==> src/lbb_pkg.sv <==
// ---------------------------------------------------------------------------
// lbb_pkg
// shared widths, defaults and sizing functions of the line box blur
// ---------------------------------------------------------------------------
`timescale 1ns / 1ps

package lbb_pkg;

   localparam int PIX_W           = 8;
   localparam int CSR_W           = 5;
   localparam int MAX_WINDOW_DEF  = 16;
   localparam int MAX_LINE_DEF    = 4096;
   localparam int QUEUE_DEPTH     = 2;
   localparam logic [CSR_W-1:0] WINDOW_RESET = 5'd8;

   function automatic int cnt_width(input int m);
      return $clog2(m + 1);
   endfunction

   function automatic int sum_width(input int m);
      return $clog2(m * ((1 << PIX_W) - 1) + 1);
   endfunction

   function automatic int num_width(input int m);
      return $clog2((m >> 1) + 2);
   endfunction

   function automatic int pos_width(input int l);
      return $clog2(l + 1);
   endfunction

   function automatic int addr_width(input int m);
      return (m > 1) ? $clog2(m) : 1;
   endfunction

   function automatic int entry_width(input int m);
      return 3 * sum_width(m) + cnt_width(m) + num_width(m) + 1;
   endfunction

endpackage

==> src/lbb_ram.sv <==
// ---------------------------------------------------------------------------
// lbb_ram
// generic single write port ram with registered read
// ---------------------------------------------------------------------------
`timescale 1ns / 1ps

module lbb_ram #(
   parameter int WIDTH = 24,
   parameter int DEPTH = 16,
   localparam int ADDR_W = (DEPTH > 1) ? $clog2(DEPTH) : 1
) (
   input  logic              clock,
   input  logic              wr_en,
   input  logic [ADDR_W-1:0] wr_addr,
   input  logic [WIDTH-1:0]  wr_data,
   input  logic [ADDR_W-1:0] rd_addr,
   output logic [WIDTH-1:0]  rd_data
);

   logic [WIDTH-1:0] mem_ff [DEPTH];
   logic [WIDTH-1:0] rd_data_ff;

   always_ff @(posedge clock) begin
      if (wr_en) begin
         mem_ff[wr_addr] <= wr_data;
      end
      rd_data_ff <= mem_ff[rd_addr];
   end

   assign rd_data = rd_data_ff;

endmodule

==> src/lbb_front.sv <==
// ---------------------------------------------------------------------------
// lbb_front
// accepts pixels, keeps window sums, count and history, queues averaging jobs
// ---------------------------------------------------------------------------
`timescale 1ns / 1ps

module lbb_front #(
   parameter int MAX_WINDOW = lbb_pkg::MAX_WINDOW_DEF,
   parameter int MAX_LINE   = lbb_pkg::MAX_LINE_DEF
) (
   input  logic                                         clock,
   input  logic                                         reset,
   input  logic                                         req_valid,
   output logic                                         req_ready,
   input  logic [lbb_pkg::PIX_W-1:0]                    req_red_in,
   input  logic [lbb_pkg::PIX_W-1:0]                    req_green_in,
   input  logic [lbb_pkg::PIX_W-1:0]                    req_blue_in,
   input  logic                                         req_line_end,
   input  logic                                         csr_valid,
   output logic                                         csr_ready,
   input  logic [lbb_pkg::CSR_W-1:0]                    csr_window_size,
   output logic                                         q_push,
   output logic [lbb_pkg::entry_width(MAX_WINDOW)-1:0]  q_data,
   input  logic                                         q_full
);

   import lbb_pkg::*;

   localparam int SW   = sum_width(MAX_WINDOW);
   localparam int CW   = cnt_width(MAX_WINDOW);
   localparam int NW   = num_width(MAX_WINDOW);
   localparam int PW   = pos_width(MAX_LINE);
   localparam int AW   = addr_width(MAX_WINDOW);
   localparam int XW   = ((AW > CW) ? AW : CW) + 1;
   localparam int CMPW = (PW > CW) ? PW : CW;
   localparam int HW   = 3 * PIX_W;

   logic [CSR_W-1:0] win_ff, win_in;
   logic [SW-1:0]    sum_r_ff, sum_r_in, sum_g_ff, sum_g_in, sum_b_ff, sum_b_in;
   logic [CW-1:0]    cnt_ff, cnt_in;
   logic [PW-1:0]    pos_ff, pos_in;
   logic [AW-1:0]    wp_ff, wp_in;
   logic             stale_ff, stale_in;

   logic [CW-1:0]    win_eff;
   logic [CW-1:0]    half;
   logic             sub;
   logic [HW-1:0]    old_word;
   logic [PIX_W-1:0] old_r, old_g, old_b;
   logic [SW-1:0]    sum_r_new, sum_g_new, sum_b_new;
   logic [CW-1:0]    cnt_new;
   logic [XW-1:0]    rd_diff;
   logic [AW-1:0]    rd_addr;
   logic             accept;
   logic             last;
   logic [CMPW-1:0]  pos_cmp, half_cmp;
   logic [NW-1:0]    num;

   lbb_ram #(
      .WIDTH (HW),
      .DEPTH (MAX_WINDOW)
   ) u_hist (
      .clock   (clock),
      .wr_en   (accept),
      .wr_addr (wp_ff),
      .wr_data ({req_red_in, req_green_in, req_blue_in}),
      .rd_addr (rd_addr),
      .rd_data (old_word)
   );

   always_comb begin
      if (win_ff == '0) begin
         win_eff = CW'(1);
      end else if (int'(win_ff) > MAX_WINDOW) begin
         win_eff = CW'(MAX_WINDOW);
      end else begin
         win_eff = CW'(win_ff);
      end
      half = win_eff >> 1;
      sub  = (cnt_ff >= win_eff);

      // oldest word sits count places behind the write pointer
      rd_diff = XW'(wp_ff) - XW'(cnt_ff);
      if (XW'(wp_ff) < XW'(cnt_ff)) begin
         rd_diff = rd_diff + XW'(MAX_WINDOW);
      end
      rd_addr = AW'(rd_diff);

      old_r = sub ? old_word[HW-1:2*PIX_W]      : '0;
      old_g = sub ? old_word[2*PIX_W-1:PIX_W]   : '0;
      old_b = sub ? old_word[PIX_W-1:0]         : '0;

      sum_r_new = sum_r_ff + SW'(req_red_in)   - SW'(old_r);
      sum_g_new = sum_g_ff + SW'(req_green_in) - SW'(old_g);
      sum_b_new = sum_b_ff + SW'(req_blue_in)  - SW'(old_b);
      cnt_new   = sub ? cnt_ff : cnt_ff + CW'(1);

      last     = req_line_end || (pos_ff >= PW'(MAX_LINE - 1));
      pos_cmp  = CMPW'(pos_ff);
      half_cmp = CMPW'(half);
      if (last) begin
         num = (pos_cmp < half_cmp) ? NW'(pos_ff) + NW'(1) : NW'(half) + NW'(1);
      end else begin
         num = (pos_cmp >= half_cmp) ? NW'(1) : '0;
      end

      req_ready = !stale_ff && !q_full;
      csr_ready = 1'b1;
      accept    = req_valid && req_ready;
      q_push    = accept && (num != '0);
      q_data    = {sum_r_new, sum_g_new, sum_b_new, cnt_new, num, last};

      win_in   = (csr_valid && csr_ready) ? csr_window_size : win_ff;
      stale_in = accept;
      sum_r_in = sum_r_ff;
      sum_g_in = sum_g_ff;
      sum_b_in = sum_b_ff;
      cnt_in   = cnt_ff;
      pos_in   = pos_ff;
      wp_in    = wp_ff;
      if (accept) begin
         if (last) begin
            sum_r_in = '0;
            sum_g_in = '0;
            sum_b_in = '0;
            cnt_in   = '0;
            pos_in   = '0;
            wp_in    = '0;
         end else begin
            sum_r_in = sum_r_new;
            sum_g_in = sum_g_new;
            sum_b_in = sum_b_new;
            cnt_in   = cnt_new;
            pos_in   = pos_ff + PW'(1);
            wp_in    = (wp_ff == AW'(MAX_WINDOW - 1)) ? '0 : wp_ff + AW'(1);
         end
      end
   end

   always_ff @(posedge clock) begin
      if (reset) begin
         win_ff   <= WINDOW_RESET;
         sum_r_ff <= '0;
         sum_g_ff <= '0;
         sum_b_ff <= '0;
         cnt_ff   <= '0;
         pos_ff   <= '0;
         wp_ff    <= '0;
         stale_ff <= 1'b0;
      end else begin
         win_ff   <= win_in;
         sum_r_ff <= sum_r_in;
         sum_g_ff <= sum_g_in;
         sum_b_ff <= sum_b_in;
         cnt_ff   <= cnt_in;
         pos_ff   <= pos_in;
         wp_ff    <= wp_in;
         stale_ff <= stale_in;
      end
   end

endmodule

==> src/lbb_queue.sv <==
// ---------------------------------------------------------------------------
// lbb_queue
// small fifo of averaging jobs between front and back
// ---------------------------------------------------------------------------
`timescale 1ns / 1ps

module lbb_queue #(
   parameter int WIDTH = 46,
   parameter int DEPTH = lbb_pkg::QUEUE_DEPTH
) (
   input  logic             clock,
   input  logic             reset,
   input  logic             push,
   input  logic [WIDTH-1:0] push_data,
   output logic             full,
   input  logic             pop,
   output logic [WIDTH-1:0] pop_data,
   output logic             empty
);

   localparam int PTR_W  = (DEPTH > 1) ? $clog2(DEPTH) : 1;
   localparam int FILL_W = $clog2(DEPTH + 1);

   logic [WIDTH-1:0]  mem_ff [DEPTH];
   logic [PTR_W-1:0]  wr_ptr_ff, wr_ptr_in;
   logic [PTR_W-1:0]  rd_ptr_ff, rd_ptr_in;
   logic [FILL_W-1:0] fill_ff, fill_in;
   logic              do_push, do_pop;

   always_comb begin
      full     = (fill_ff == FILL_W'(DEPTH));
      empty    = (fill_ff == '0);
      pop_data = mem_ff[rd_ptr_ff];
      do_push  = push && !full;
      do_pop   = pop && !empty;

      wr_ptr_in = wr_ptr_ff;
      rd_ptr_in = rd_ptr_ff;
      fill_in   = fill_ff;
      if (do_push) begin
         wr_ptr_in = (wr_ptr_ff == PTR_W'(DEPTH - 1)) ? '0 : wr_ptr_ff + PTR_W'(1);
      end
      if (do_pop) begin
         rd_ptr_in = (rd_ptr_ff == PTR_W'(DEPTH - 1)) ? '0 : rd_ptr_ff + PTR_W'(1);
      end
      if (do_push && !do_pop) begin
         fill_in = fill_ff + FILL_W'(1);
      end else if (do_pop && !do_push) begin
         fill_in = fill_ff - FILL_W'(1);
      end
   end

   always_ff @(posedge clock) begin
      if (do_push) begin
         mem_ff[wr_ptr_ff] <= push_data;
      end
   end

   always_ff @(posedge clock) begin
      if (reset) begin
         wr_ptr_ff <= '0;
         rd_ptr_ff <= '0;
         fill_ff   <= '0;
      end else begin
         wr_ptr_ff <= wr_ptr_in;
         rd_ptr_ff <= rd_ptr_in;
         fill_ff   <= fill_in;
      end
   end

endmodule

==> src/lbb_back.sv <==
// ---------------------------------------------------------------------------
// lbb_back
// divides the three window sums by the count and sends the result words
// ---------------------------------------------------------------------------
`timescale 1ns / 1ps

module lbb_back #(
   parameter int MAX_WINDOW = lbb_pkg::MAX_WINDOW_DEF
) (
   input  logic                                         clock,
   input  logic                                         reset,
   input  logic                                         q_empty,
   input  logic [lbb_pkg::entry_width(MAX_WINDOW)-1:0]  q_data,
   output logic                                         q_pop,
   output logic                                         rsp_valid,
   input  logic                                         rsp_ready,
   output logic [lbb_pkg::PIX_W-1:0]                    rsp_red_out,
   output logic [lbb_pkg::PIX_W-1:0]                    rsp_green_out,
   output logic [lbb_pkg::PIX_W-1:0]                    rsp_blue_out,
   output logic                                         rsp_line_last
);

   import lbb_pkg::*;

   localparam int SW  = sum_width(MAX_WINDOW);
   localparam int CW  = cnt_width(MAX_WINDOW);
   localparam int NW  = num_width(MAX_WINDOW);
   localparam int DW  = CW + PIX_W;
   localparam int STW = $clog2(PIX_W);

   localparam logic [1:0] ST_IDLE = 2'd0;
   localparam logic [1:0] ST_DIV  = 2'd1;
   localparam logic [1:0] ST_SEND = 2'd2;

   logic [1:0]     state_ff, state_in;
   logic [STW-1:0] step_ff, step_in;
   logic [DW-1:0]  acc_r_ff, acc_r_in, acc_g_ff, acc_g_in, acc_b_ff, acc_b_in;
   logic [CW-1:0]  div_ff, div_in;
   logic [NW-1:0]  left_ff, left_in;
   logic           last_ff, last_in;

   logic [SW-1:0]  q_sum_r, q_sum_g, q_sum_b;
   logic [CW-1:0]  q_cnt;
   logic [NW-1:0]  q_num;
   logic           q_last;

   // one restoring step: remainder on top, dividend bits out, quotient bits in
   function automatic logic [DW-1:0] div_step(input logic [DW-1:0] a,
                                              input logic [CW-1:0] d);
      logic [DW:0] sh;
      logic [CW:0] top;
      sh  = {a, 1'b0};
      top = sh[DW:PIX_W];
      if (top >= {1'b0, d}) begin
         top   = top - {1'b0, d};
         sh[0] = 1'b1;
      end
      return {top[CW-1:0], sh[PIX_W-1:0]};
   endfunction

   always_comb begin
      {q_sum_r, q_sum_g, q_sum_b, q_cnt, q_num, q_last} = q_data;

      state_in = state_ff;
      step_in  = step_ff;
      acc_r_in = acc_r_ff;
      acc_g_in = acc_g_ff;
      acc_b_in = acc_b_ff;
      div_in   = div_ff;
      left_in  = left_ff;
      last_in  = last_ff;
      q_pop    = 1'b0;

      case (state_ff)
         ST_IDLE: begin
            if (!q_empty) begin
               q_pop    = 1'b1;
               acc_r_in = DW'(q_sum_r);
               acc_g_in = DW'(q_sum_g);
               acc_b_in = DW'(q_sum_b);
               div_in   = q_cnt;
               left_in  = q_num;
               last_in  = q_last;
               step_in  = '0;
               state_in = ST_DIV;
            end
         end
         ST_DIV: begin
            acc_r_in = div_step(acc_r_ff, div_ff);
            acc_g_in = div_step(acc_g_ff, div_ff);
            acc_b_in = div_step(acc_b_ff, div_ff);
            step_in  = step_ff + STW'(1);
            if (step_ff == STW'(PIX_W - 1)) begin
               state_in = ST_SEND;
            end
         end
         ST_SEND: begin
            if (rsp_ready) begin
               left_in = left_ff - NW'(1);
               if (left_ff == NW'(1)) begin
                  state_in = ST_IDLE;
               end
            end
         end
         default: begin
            state_in = ST_IDLE;
         end
      endcase
   end

   assign rsp_valid     = (state_ff == ST_SEND);
   assign rsp_red_out   = acc_r_ff[PIX_W-1:0];
   assign rsp_green_out = acc_g_ff[PIX_W-1:0];
   assign rsp_blue_out  = acc_b_ff[PIX_W-1:0];
   assign rsp_line_last = last_ff && (left_ff == NW'(1));

   always_ff @(posedge clock) begin
      acc_r_ff <= acc_r_in;
      acc_g_ff <= acc_g_in;
      acc_b_ff <= acc_b_in;
      div_ff   <= div_in;
      step_ff  <= step_in;
      last_ff  <= last_in;
   end

   always_ff @(posedge clock) begin
      if (reset) begin
         state_ff <= ST_IDLE;
         left_ff  <= '0;
      end else begin
         state_ff <= state_in;
         left_ff  <= left_in;
      end
   end

endmodule

==> src/line_box_blur_top.sv <==
// ---------------------------------------------------------------------------
// line_box_blur_top
// one-line rgb moving-average blur with a growing window at the line start
// front stalls the next pixel while the registered history ram read is pending
// a queued job is loaded, then goes through the bit-serial divider
// then its results leave one per cycle while rsp_ready is high, up to W/2+1 words
// synchronous reset clears sums, count, position, queue and window (8);
// the pixel history ram is not cleared
// ---------------------------------------------------------------------------
`timescale 1ns / 1ps

module line_box_blur_top #(
   parameter int MAX_WINDOW = lbb_pkg::MAX_WINDOW_DEF,
   parameter int MAX_LINE   = lbb_pkg::MAX_LINE_DEF
) (
   input  logic                      clock,
   input  logic                      reset,
   input  logic                      req_valid,
   output logic                      req_ready,
   input  logic [lbb_pkg::PIX_W-1:0] req_red_in,
   input  logic [lbb_pkg::PIX_W-1:0] req_green_in,
   input  logic [lbb_pkg::PIX_W-1:0] req_blue_in,
   input  logic                      req_line_end,
   output logic                      rsp_valid,
   input  logic                      rsp_ready,
   output logic [lbb_pkg::PIX_W-1:0] rsp_red_out,
   output logic [lbb_pkg::PIX_W-1:0] rsp_green_out,
   output logic [lbb_pkg::PIX_W-1:0] rsp_blue_out,
   output logic                      rsp_line_last,
   input  logic                      csr_valid,
   output logic                      csr_ready,
   input  logic [lbb_pkg::CSR_W-1:0] csr_window_size
);

   import lbb_pkg::*;

   localparam int EW = entry_width(MAX_WINDOW);

   logic          q_push, q_full, q_pop, q_empty;
   logic [EW-1:0] q_in_data, q_out_data;

   lbb_front #(
      .MAX_WINDOW (MAX_WINDOW),
      .MAX_LINE   (MAX_LINE)
   ) u_front (
      .clock           (clock),
      .reset           (reset),
      .req_valid       (req_valid),
      .req_ready       (req_ready),
      .req_red_in      (req_red_in),
      .req_green_in    (req_green_in),
      .req_blue_in     (req_blue_in),
      .req_line_end    (req_line_end),
      .csr_valid       (csr_valid),
      .csr_ready       (csr_ready),
      .csr_window_size (csr_window_size),
      .q_push          (q_push),
      .q_data          (q_in_data),
      .q_full          (q_full)
   );

   lbb_queue #(
      .WIDTH (EW),
      .DEPTH (QUEUE_DEPTH)
   ) u_queue (
      .clock     (clock),
      .reset     (reset),
      .push      (q_push),
      .push_data (q_in_data),
      .full      (q_full),
      .pop       (q_pop),
      .pop_data  (q_out_data),
      .empty     (q_empty)
   );

   lbb_back #(
      .MAX_WINDOW (MAX_WINDOW)
   ) u_back (
      .clock         (clock),
      .reset         (reset),
      .q_empty       (q_empty),
      .q_data        (q_out_data),
      .q_pop         (q_pop),
      .rsp_valid     (rsp_valid),
      .rsp_ready     (rsp_ready),
      .rsp_red_out   (rsp_red_out),
      .rsp_green_out (rsp_green_out),
      .rsp_blue_out  (rsp_blue_out),
      .rsp_line_last (rsp_line_last)
   );

endmodule
==> config.mk <==
export PLATFORM = sky130hd
export DESIGN_NAME = line_box_blur_top
export DESIGN_NICKNAME = d
export VERILOG_FILES = /design/src/lbb_pkg.sv /design/src/lbb_ram.sv /design/src/lbb_front.sv /design/src/lbb_queue.sv /design/src/lbb_back.sv /design/src/line_box_blur_top.sv
export SDC_FILE = /design/constraint.sdc
export NUM_CORES = 1
export LEC_CHECK = 0
export BUFFER_PORTS_ARGS = -buffer_cell sky130_fd_sc_hd__buf_2
export CORE_UTILIZATION = 37
export CTS_BUF_LIST = sky130_fd_sc_hd__clkbuf_8
export CTS_CLUSTER_SIZE = 30
export DETAILED_ROUTE_END_ITERATION = 6
export GPL_ROUTABILITY_DRIVEN = 0
export SETUP_SLACK_MARGIN = 0.4
export SLEW_MARGIN = 15
export SYNTH_ARGS = -nofsm -noshare
export SYNTH_HDL_FRONTEND = slang
export SYNTH_SLANG_ARGS = --single-unit
==> constraint.sdc <==
create_clock -name clock -period 10 [get_ports clock]
set_input_delay 1 -clock clock [delete_from_list [all_inputs] [get_ports clock]]
set_output_delay 1 -clock clock [all_outputs]
set_load 0.1 [all_outputs]
==> impl_metrics.toml, run 1 <==
[yosys]
yosysTopAreaCellShare_pct = 57.84
avgSynthCellArea_um2 = 14.89
synth_nets = 1965
synth-async-reset-ratio_pct = 0
ys_types = 64
synth.cell_area_um2 = 27200
ys.flop_type = "edfxtp_1"
syn-instance-count = 1827
ys_seq_area_share_pct = 65.12
synth_seq_cells = 623
synth.area.top_cells = "edfxtp_1 (58%), mux4_2 (7.9%), dfxtp_1 (7.3%), ha_1 (3.4%), mux2i_1 (2.3%)"
yosysWarnings = 0
synth_top_area_cell = "edfxtp_1"
synth_edf_count = 524

[floorplanning]
core_area_um2 = 72830
die_h_um = 273.2
design.die.area_um2 = 74610
start_util_pct = 37.35
ios = 63
die_w_um = 273.2
rows = 99

[hold_path]
worstHoldPathCells = 2
hold_start = "u_front.sum_b_ff[0]"
hold_class = "register to register"
hold_end = "u_front.sum_b_ff[0]"

[power]
p_seq_share_pct = 42.2
switching_share_pct = 34.51
ir_worst_vdd_uv = 178.3
p_leak_nw = 10.99
intPower_mw = 5.414
power_density_nw_per_um2 = 270.6
power_switching_mw = 2.854
clock_power_share_pct = 25.9
comb_power_share_pct = 31.9

[cells_and_area]
fill_cells = 6648
final_area_um2 = 30550
final_common_cell = "edfxtp_1"
drive_above_1_share_pct = 18.53
seqCellArea_um2 = 17720
layout_common_cells = "edfxtp_1 (524), inv_1 (189), clkbuf_8 (114)"
fin_cells = 2961
multi_input_area_um2 = 8552
final_net_count = 2054
syn2layout_area_growth_pct = 12.31
antenna_cells = 0

[placement]
dp_hpwl_um = 33810
dpl_cell_area_um2 = 28540
place_ws_ns = 5.559
portBuffers = 61
dp_cells = 2773

[cts]
clk_latency_ns = 0.71
cts_root_buf = "clkbuf_8"
cts_hold_buf = 0
clockBufferDepth = 3
path_clk_slew_ns = 0.06
cts_resized = 0
htreeDepth = 3
cts-buffers-inserted = 100
clkSinkCount = 623
tritoncts = "done"
post-cts-setup-buffer-count = 0

[sta]
finalCriticalPeriod_ns = 4.448
slew_headroom_pct = 37.89
setup_ws_ns = 5.552
setup_viol = 0
fin_tns_setup_ns = 0
tightest_slew_ns = 0.9317
timing.fmax_mhz = 224.8
finalHoldViolCount = 0
slew_violations = 0
period_share_pct = 44.48
skew_ns = 0.04043
rsz0062_at_grt = "false"

[setup_path]
arrival_ns = 4.89
crit_family = "compound AO/OA/AOI/OAI gates"
path_cells = "nor3_1 > nor2_1 > nor2_1 > ha_1 > nand2b_1 > a21o_1 > a21oi_1 > o21ai_1 > buf_4 > and2_1 > fa_1 > inv_1 > ha_1 > a21o_1 > a21oi_1 > o21ai_0 > a221oi_1 > xnor2_1 > xnor2_1"
end_kind = "register"
cp_slowest_cell = "fa_1"
crit_fanout = 25
r2r_slack_ns = 5.55
cp.required_ns = 10.44
cpPeakStageDelay_ns = 0.53
path_buf_inv = 2
reg2regPathDepth = 19
setup.worst_path.class = "register to register"
regToRegEndpoint = "u_queue.mem_ff[1][33]"
rr_startpoint = "u_front.win_ff[2]"
start_kind = "register"

[drt]
ant_nets = 0
routed_wl_um = 56350
vias_per_cell = 4.968
dr.pass1.iters = 7
wl_per_cell_um = 19.03
drc = 0
dr.first_iter.drc_count = 891
vias = 14711

[grt]
use_met3_pct = 2.856
grt_max_degree = 81
grt_pass1_vias = 15430
gr-usage-all-layers_pct = 15.37
grt_pass1_wl_um = 88650
antenna_found_initial = 4
use_met1_pct = 20.15
globalRouteOverflowTotal = 0
busiest_layer = "met2"
grtUsageMet2_pct = 25.94

[status]
outcome = "completed"

[flow_run]
cap_violations = 0
==> power by group through the flow <==
stage,combinational (mW),clock [mW],sequential [mW]
finish,2.64,2.14,3.49
global route,2.93,2.32,3.52
CTS,2.66,2.21,3.49
detailed placement,2.65,0,3.55
global placement,2.59,0,3.54
floorplan,2.17,0,3.48
==> final cells by class <==
cell class	instances	share of cell area [%]
multi-input cells	957	27.99
repair buffers	93	1.785
flip-flops and latches	623	57.99
inverters	141	1.732
clock inverters	74	1.441
well taps	959	3.927
clock buffers	114	5.135
==> cells by family after synthesis <==
group / share of synthesized area (%)
xor+xnor: 1.867
buf+inv: 3.873
fa+ha+maj: 5.510
other cells: 0.01378
simple gates: 6.540
compound gates: 6.292
mux: 10.78
flops: 65.12
==> stage by stage <==
stage / total power, mW / hold slack [ns] / util, %
finish: 8.268 / 0.4516 / 41.95
global route: 8.770 / 0.4671 / 41.95
CTS: 8.366 / 0.4520 / 41.95
detailed placement: 6.201 / 0.4448 / 39.19
global placement: 6.131 / 0.4385 / 39.19
floorplan: 5.650 / 0.4319 / -
==> flip-flops by register name, indices dropped and copies added, names as in the netlist, 2 cells and up, named ones only <==
name,count
u_back.state_ff,2
u_queue.mem_ff,92
u_front.win_ff,5
u_front.pos_cmp,13
u_front.sum_b_ff,12
u_back.acc_b_ff,13
u_back.acc_g_ff,13
u_back.step_ff,3
u_front.wp_ff,4
u_front.u_hist.mem_ff,384
u_front.sum_r_ff,12
u_back.div_ff,5
u_front.cnt_ff,5
u_front.sum_g_ff,12
u_front.u_hist.rd_data,24
u_back.left_ff,4
u_queue.fill_ff,2
u_back.acc_r_ff,13
==> tightest hold or removal path, delay by kind of cell, from the launching register on <==
family / cells / cell delay (ns)
simple gates: 1 / 0.05
compound gates: 1 / 0.05
flops: 1 / 0.30
==> per-layer routing <==
layer | wire, µm | vias up | share of wire (%)
li1 | - | 6983 | -
met1 | 25530 | 7352 | 45
met2 | 27350 | 302 | 49
met3 | 2604 | 70 | 4.6
met4 | 847 | 4 | 1.5
met5 | 28 | - | 0.050
==> synthesized netlist by cell type (2+ instances only) <==
cell / n
a211oi_1: 43
a21o_1: 20
a21oi_1: 103
a21oi_2: 3
a22o_1: 9
a22oi_1: 9
a311oi_1: 2
a31oi_1: 8
a41oi_1: 3
and2_1: 31
and3_1: 3
buf_1: 11
buf_2: 23
buf_4: 26
clkbuf_1: 46
dfxtp_1: 99
edfxtp_1: 524
fa_1: 28
ha_1: 75
inv_1: 140
mux2_2: 12
mux2i_1: 62
mux4_2: 96
nand2_1: 77
nand2b_1: 11
nand3_1: 22
nand4_1: 10
nor2_1: 85
nor2b_1: 50
nor3_1: 25
nor3_4: 2
nor4_1: 6
nor4b_1: 4
o211ai_1: 4
o21a_1: 9
o21ai_0: 52
o22ai_1: 2
o31ai_1: 2
or3_1: 7
or4_1: 3
xnor2_1: 39
xor2_1: 19
==> how the worst max path moves through the flow <==
| stage | end | depth (start not counted) | slack (ns) | start |
|---|---|---|---|---|
| floorplan | u_queue.mem_ff[0][0] | 14 | 2.65 | u_front.pos_cmp[0] |
| global placement | u_queue.mem_ff[0][33] | 19 | 5.61 | u_front.win_ff[1] |
| detailed placement | u_queue.mem_ff[1][33] | 19 | 5.56 | u_front.win_ff[2] |
| CTS | u_queue.mem_ff[1][33] | 19 | 5.55 | u_front.win_ff[2] |
| global route | u_queue.mem_ff[1][33] | 19 | 5.22 | u_front.win_ff[2] |
| finish | u_queue.mem_ff[1][33] | 19 | 5.55 | u_front.win_ff[2] |
Power figures use the tool's default switching activity.
==> run 2, diff against run 1 <==
==> constraint.sdc (replaced) <==
create_clock -name clock -period 4.6 [get_ports clock]
set_input_delay 0.46 -clock clock [delete_from_list [all_inputs] [get_ports clock]]
set_output_delay 0.46 -clock clock [all_outputs]
set_load 0.1 [all_outputs]
==> impl_metrics.toml, run 2 (synthesis results as in run 1) <==
[grt]
gr-usage-all-layers_pct = 15.35
antenna_found_initial = 5
grt_pass1_wl_um = 88090
grt_pass1_vias = 15512
globalRouteOverflowTotal = 0
grt_max_degree = 73

[drt]
dr.pass1.iters = 5
vias_per_cell = 5.004
wl_per_cell_um = 19.17
dr.first_iter.drc_count = 807
wl_met1_um = 24890
topRoutingLayerUsed = "met5"
wl_met3_um = 2588
vias = 14963
routed_wl_um = 57330
drc = 0
ant_nets = 0
wl_met2_um = 28560

[placement]
portBuffers = 61
dp_hpwl_um = 35120

[setup_path]
rr_startpoint = "u_front.win_ff[3]"
cp.required_ns = 5.16
regToRegEndpoint = "u_front.sum_b_ff[10]"
arrival_ns = 4.65
setup.worst_path.class = "register to register"
cp-startpoint = "u_front.win_ff[3]"
crit_fanout = 6
end_kind = "register"
r2r_slack_ns = 0.51
start_kind = "register"
crit_path_end = "u_front.sum_b_ff[10]"
reg2regPathDepth = 20

[cts]
clockBufferDepth = 3
path_clk_slew_ns = 0.06
cts_root_buf = "clkbuf_8"
clkSinkCount = 623
cts-buffers-inserted = 99
clk_latency_ns = 0.69
tritoncts = "done"
htreeDepth = 3

[cells_and_area]
syn2layout_area_growth_pct = 15.09
fill_cells = 6509
top_register = "u_front.u_hist.mem_ff"
seqCellArea_um2 = 17720
layout_common_cells = "edfxtp_1 (524), inv_1 (166), clkbuf_8 (116)"
drive_above_1_share_pct = 24.08
multi_input_area_um2 = 8974
final_common_cell = "edfxtp_1"
largest_reg_flops = 384
final_net_count = 2083
antenna_cells = 0

[power]
p_leak_nw = 11.17
ir_worst_vdd_uv = 231.1
power_density_nw_per_um2 = 588.5

[hold_path]
hold_class = "input pin to register"

[sta]
final.hold.worst_slack_ns = 0.1054
slew_violations = 0
fin_tns_setup_ns = 0
rsz0062_at_grt = "true"
skew_ns = 0.02301
tightest_slew_ns = 1.101
setup_viol = 0
slew_headroom_pct = 26.31
timing.fmax_mhz = 244.7
period_share_pct = 88.82
finalCriticalPeriod_ns = 4.086
finalHoldViolCount = 0

[floorplanning]
ios = 63
die_h_um = 273.2
start_util_pct = 37.35
rows = 99
die_w_um = 273.2
core_area_um2 = 72830
design.die.area_um2 = 74610

[flow_run]
cap_violations = 0

[status]
outcome = "completed"
[run 2: cell types whose count changed in the layout (fill, tap and decap cells not counted), sizes merged]
cell / change
clkinv: +15
dlygate4sd3: +5
bufinv: -1
buf: +23
inv: -17
clkbuf: +4
[run 2: repair_timing]
item	in CTS	in global routing
cloned	0	3
setup endpoints to repair	29	46
endpoints found under the hold margin	5	0
setup buffers	0	15
resized for setup	8	83
pin swaps	1	58
hold buffers	5	0
[run 2: final cells by class]
class / instances / share of cell area, %
clock inverters: 71 / 1.243
clock buffers: 116 / 5.099
flip-flops and latches: 623 / 56.60
inverters: 141 / 1.698
repair buffers: 123 / 2.861
multi-input cells: 957 / 28.66
well taps: 959 / 3.832
[run 2: power breakdown]
group / internal (mW) / leakage [nW] / switching [mW]
clock network: 2.43 / 1.16 / 2.18
logic: 2.38 / 4.42 / 3.83
registers: 7.23 / 5.59 / 0.363
[run 2: per-stage QoR]
step           area [µm²]  setup WS (ns)  power, mW  std cells  utilization [%]
2_1_floorplan       27280         0.4023      12.29       1827                -
3_3_place_gp        28730         0.2614      13.42       2780            39.45
3_5_place_dp        28730         0.2046      13.56       2780            39.45
4_1_cts             30810         0.4125      18.26       2972            42.30
5_1_grt             31310         0.3301      19.48       2990            42.99
6_report            31310         0.5141      18.42       2990            42.99
[run 2: worst max-delay path: stages (launching register included)]
cell       delay, ns
dfxtp_2         0.32
nor3_2          0.15
nor2_1          0.06
nor2_1          0.14
ha_1            0.25
nand2b_4        0.13
a21o_1          0.17
a21oi_4         0.17
o21ai_4         0.14
clkbuf_16       0.20
and2_1          0.17
fa_1            0.47
inv_1           0.07
ha_4            0.25
nor2b_2         0.16
o211ai_1        0.27
a31oi_2         0.15
a21o_1          0.19
a21oi_2         0.16
xnor2_2         0.11
a22o_1          0.21
[run 2: worst min-delay path by stage]
| stage | from | to | slack, ns | cells past startpoint |
|---|---|---|---|---|
| floorplan | u_front.sum_b_ff[0] | u_front.sum_b_ff[0] | 0.43 | 2 |
| global placement | u_front.sum_g_ff[4] | u_front.sum_g_ff[4] | 0.44 | 2 |
| detailed placement | u_front.sum_g_ff[2] | u_front.sum_g_ff[2] | 0.45 | 2 |
| CTS | csr_valid | u_front.win_ff[3] | 0.04 | 2 |
| global route | csr_valid | u_front.win_ff[3] | 0.10 | 2 |
| finish | csr_valid | u_front.win_ff[3] | 0.11 | 2 |
[run 2: per-layer routing]
layer	GRT usage [%]	vias up
met4	5.410	4
met5	0	-
met3	2.891	108
li1	-	7058
met1	19.55	7477
met2	26.09	316
==> run 3, diff against run 2 <==
--- a/config.mk
+++ b/config.mk
@@ -6,6 +6,7 @@
 export NUM_CORES = 1
 export LEC_CHECK = 0
 export BUFFER_PORTS_ARGS = -buffer_cell sky130_fd_sc_hd__buf_2
+export CORE_ASPECT_RATIO = 1.75
 export CORE_UTILIZATION = 37
 export CTS_BUF_LIST = sky130_fd_sc_hd__clkbuf_8
 export CTS_CLUSTER_SIZE = 30
==> impl_metrics.toml, run 3 (synthesis results as in run 1) <==
[status]
outcome = "completed"

[sta]
setup_ws_ns = 0.4333
finalHoldViolCount = 0
finalCriticalPeriod_ns = 4.167
slew_violations = 0
rsz0062_at_grt = "true"
tightest_slew_ns = 0.9354
final.hold.worst_slack_ns = 0.1064
skew_ns = 0.04103
timing.fmax_mhz = 240.0
fin_tns_setup_ns = 0
setup_viol = 0
period_share_pct = 90.58
slew_headroom_pct = 37.64

[cts]
clkSinkCount = 623
path_clk_slew_ns = 0.06
clockBufferDepth = 3
clk_latency_ns = 0.72
htreeDepth = 3
tritoncts = "done"
cts_root_buf = "clkbuf_8"
cts-buffers-inserted = 86

[cells_and_area]
post-route-util_pct = 42.27
drive_above_1_share_pct = 21.34
final_net_count = 2061
top_register = "u_front.u_hist.mem_ff"
syn2layout_area_growth_pct = 13.08
final_common_cell = "edfxtp_1"
final_area_um2 = 30760
layout_common_cells = "edfxtp_1 (524), inv_1 (164), clkbuf_8 (97), dfxtp_1 (97), mux4_2 (96)"
fin_cells = 2929
largest_reg_flops = 384

[setup_path]
crit_fanout = 25
setup.worst_path.class = "register to register"
arrival_ns = 4.75
cp.required_ns = 5.18
r2r_slack_ns = 0.43
start_kind = "register"
end_kind = "register"

[placement]
place_ws_ns = 0.2188
portBuffers = 61
dp_cells = 2755
dp_hpwl_um = 35990
dpl_cell_area_um2 = 28720

[power]
power_density_nw_per_um2 = 582.9
ir_worst_vdd_uv = 327.0
power_switching_mw = 6.257
clock_power_share_pct = 23.8
comb_power_share_pct = 33.9
intPower_mw = 11.67
p_seq_share_pct = 42.3
switching_share_pct = 34.90
p_total_mw = 17.93
p_leak_nw = 10.95

[floorplanning]
rows = 131
die_h_um = 360.7
design.die.area_um2 = 74660
ios = 63
die_w_um = 207.0
core_area_um2 = 72770
start_util_pct = 37.38

[drt]
dr.pass1.iters = 7
wl_per_cell_um = 19.72
dr.first_iter.drc_count = 881
routed_wl_um = 57750
vias_per_cell = 5.053
drc = 0
ant_nets = 0
vias = 14801

[grt]
grt_pass1_vias = 15670
grt_max_degree = 73
gr-usage-all-layers_pct = 15.86
antenna_found_initial = 7
globalRouteOverflowTotal = 0
grt_pass1_wl_um = 89300

[hold_path]
hold_class = "input pin to register"

[flow_run]
cap_violations = 0
-- run 3: path summary, 6_finish.rpt --
check,from,endpoint,cells past startpoint
worst max-delay path,u_front.win_ff[1],u_front.sum_r_ff[10],20
worst min-delay path,csr_valid,u_front.win_ff[3],2
worst max register to register,u_front.win_ff[1],u_front.sum_r_ff[10],20
worst min register to register,u_front.sum_r_ff[3],u_front.sum_r_ff[3],2
-- run 3: layout make-up --
type                            instances  area, µm²
Timing Repair Buffer                  114      790.8
Inverter                              141      529.3
Fill cell                            6686      42010
Antenna cell                            2      5.005
Clock inverter                         64      400.4
Clock buffer                           97       1335
Sequential cell                       623      17720
Tap cell                              931       1165
Multi-Input combinational cell        957       8818
-- run 3: repair_timing --
item / 4_1_cts / 5_1_grt
setup endpoints to repair: 15 / 38
gates resized for setup: 10 / 30
endpoints found under the hold margin: 5 / 0
buffers inserted: 0 / 6
hold buffers: 5 / 0
pin swaps: 5 / 11
-- run 3: layer usage --
| metal | GRT usage, % | part of all wire [%] | vias to the layer above | wire length (µm) |
|---|---|---|---|---|
| li1 | - | - | 6989 | - |
| met1 | 17.38 | 38 | 7403 | 21850 |
| met2 | 29.19 | 55 | 282 | 31650 |
| met3 | 2.890 | 4.0 | 121 | 2296 |
| met4 | 6.999 | 3.3 | 6 | 1920 |
| met5 | 0 | 0.066 | - | 38 |
-- run 3: worst max-delay path, cell delays in order, from the launching register on --
cell	delay, ns
dfxtp_1	0.33
nor3_2	0.17
nor2_1	0.06
nor2_1	0.15
ha_1	0.25
nand2b_1	0.14
a21o_1	0.19
a21oi_2	0.15
o21ai_1	0.11
buf_12	0.17
and2_1	0.17
fa_1	0.48
inv_1	0.07
ha_4	0.26
or4_1	0.50
o21ai_2	0.10
a31oi_2	0.06
a21o_1	0.21
a21oi_2	0.18
xnor2_2	0.09
a22o_1	0.21
-- run 3: power groups by stage --
| stage | registers, mW | logic [mW] | clock network [mW] |
|---|---|---|---|
| 3_5_place_dp | 7.71 | 5.83 | 0 |
| 5_1_grt | 7.65 | 6.70 | 4.62 |
| 4_1_cts | 7.59 | 5.91 | 4.40 |
| 6_report | 7.58 | 6.09 | 4.26 |
| 2_1_floorplan | 7.55 | 4.74 | 0 |
| 3_3_place_gp | 7.69 | 5.68 | 0 |
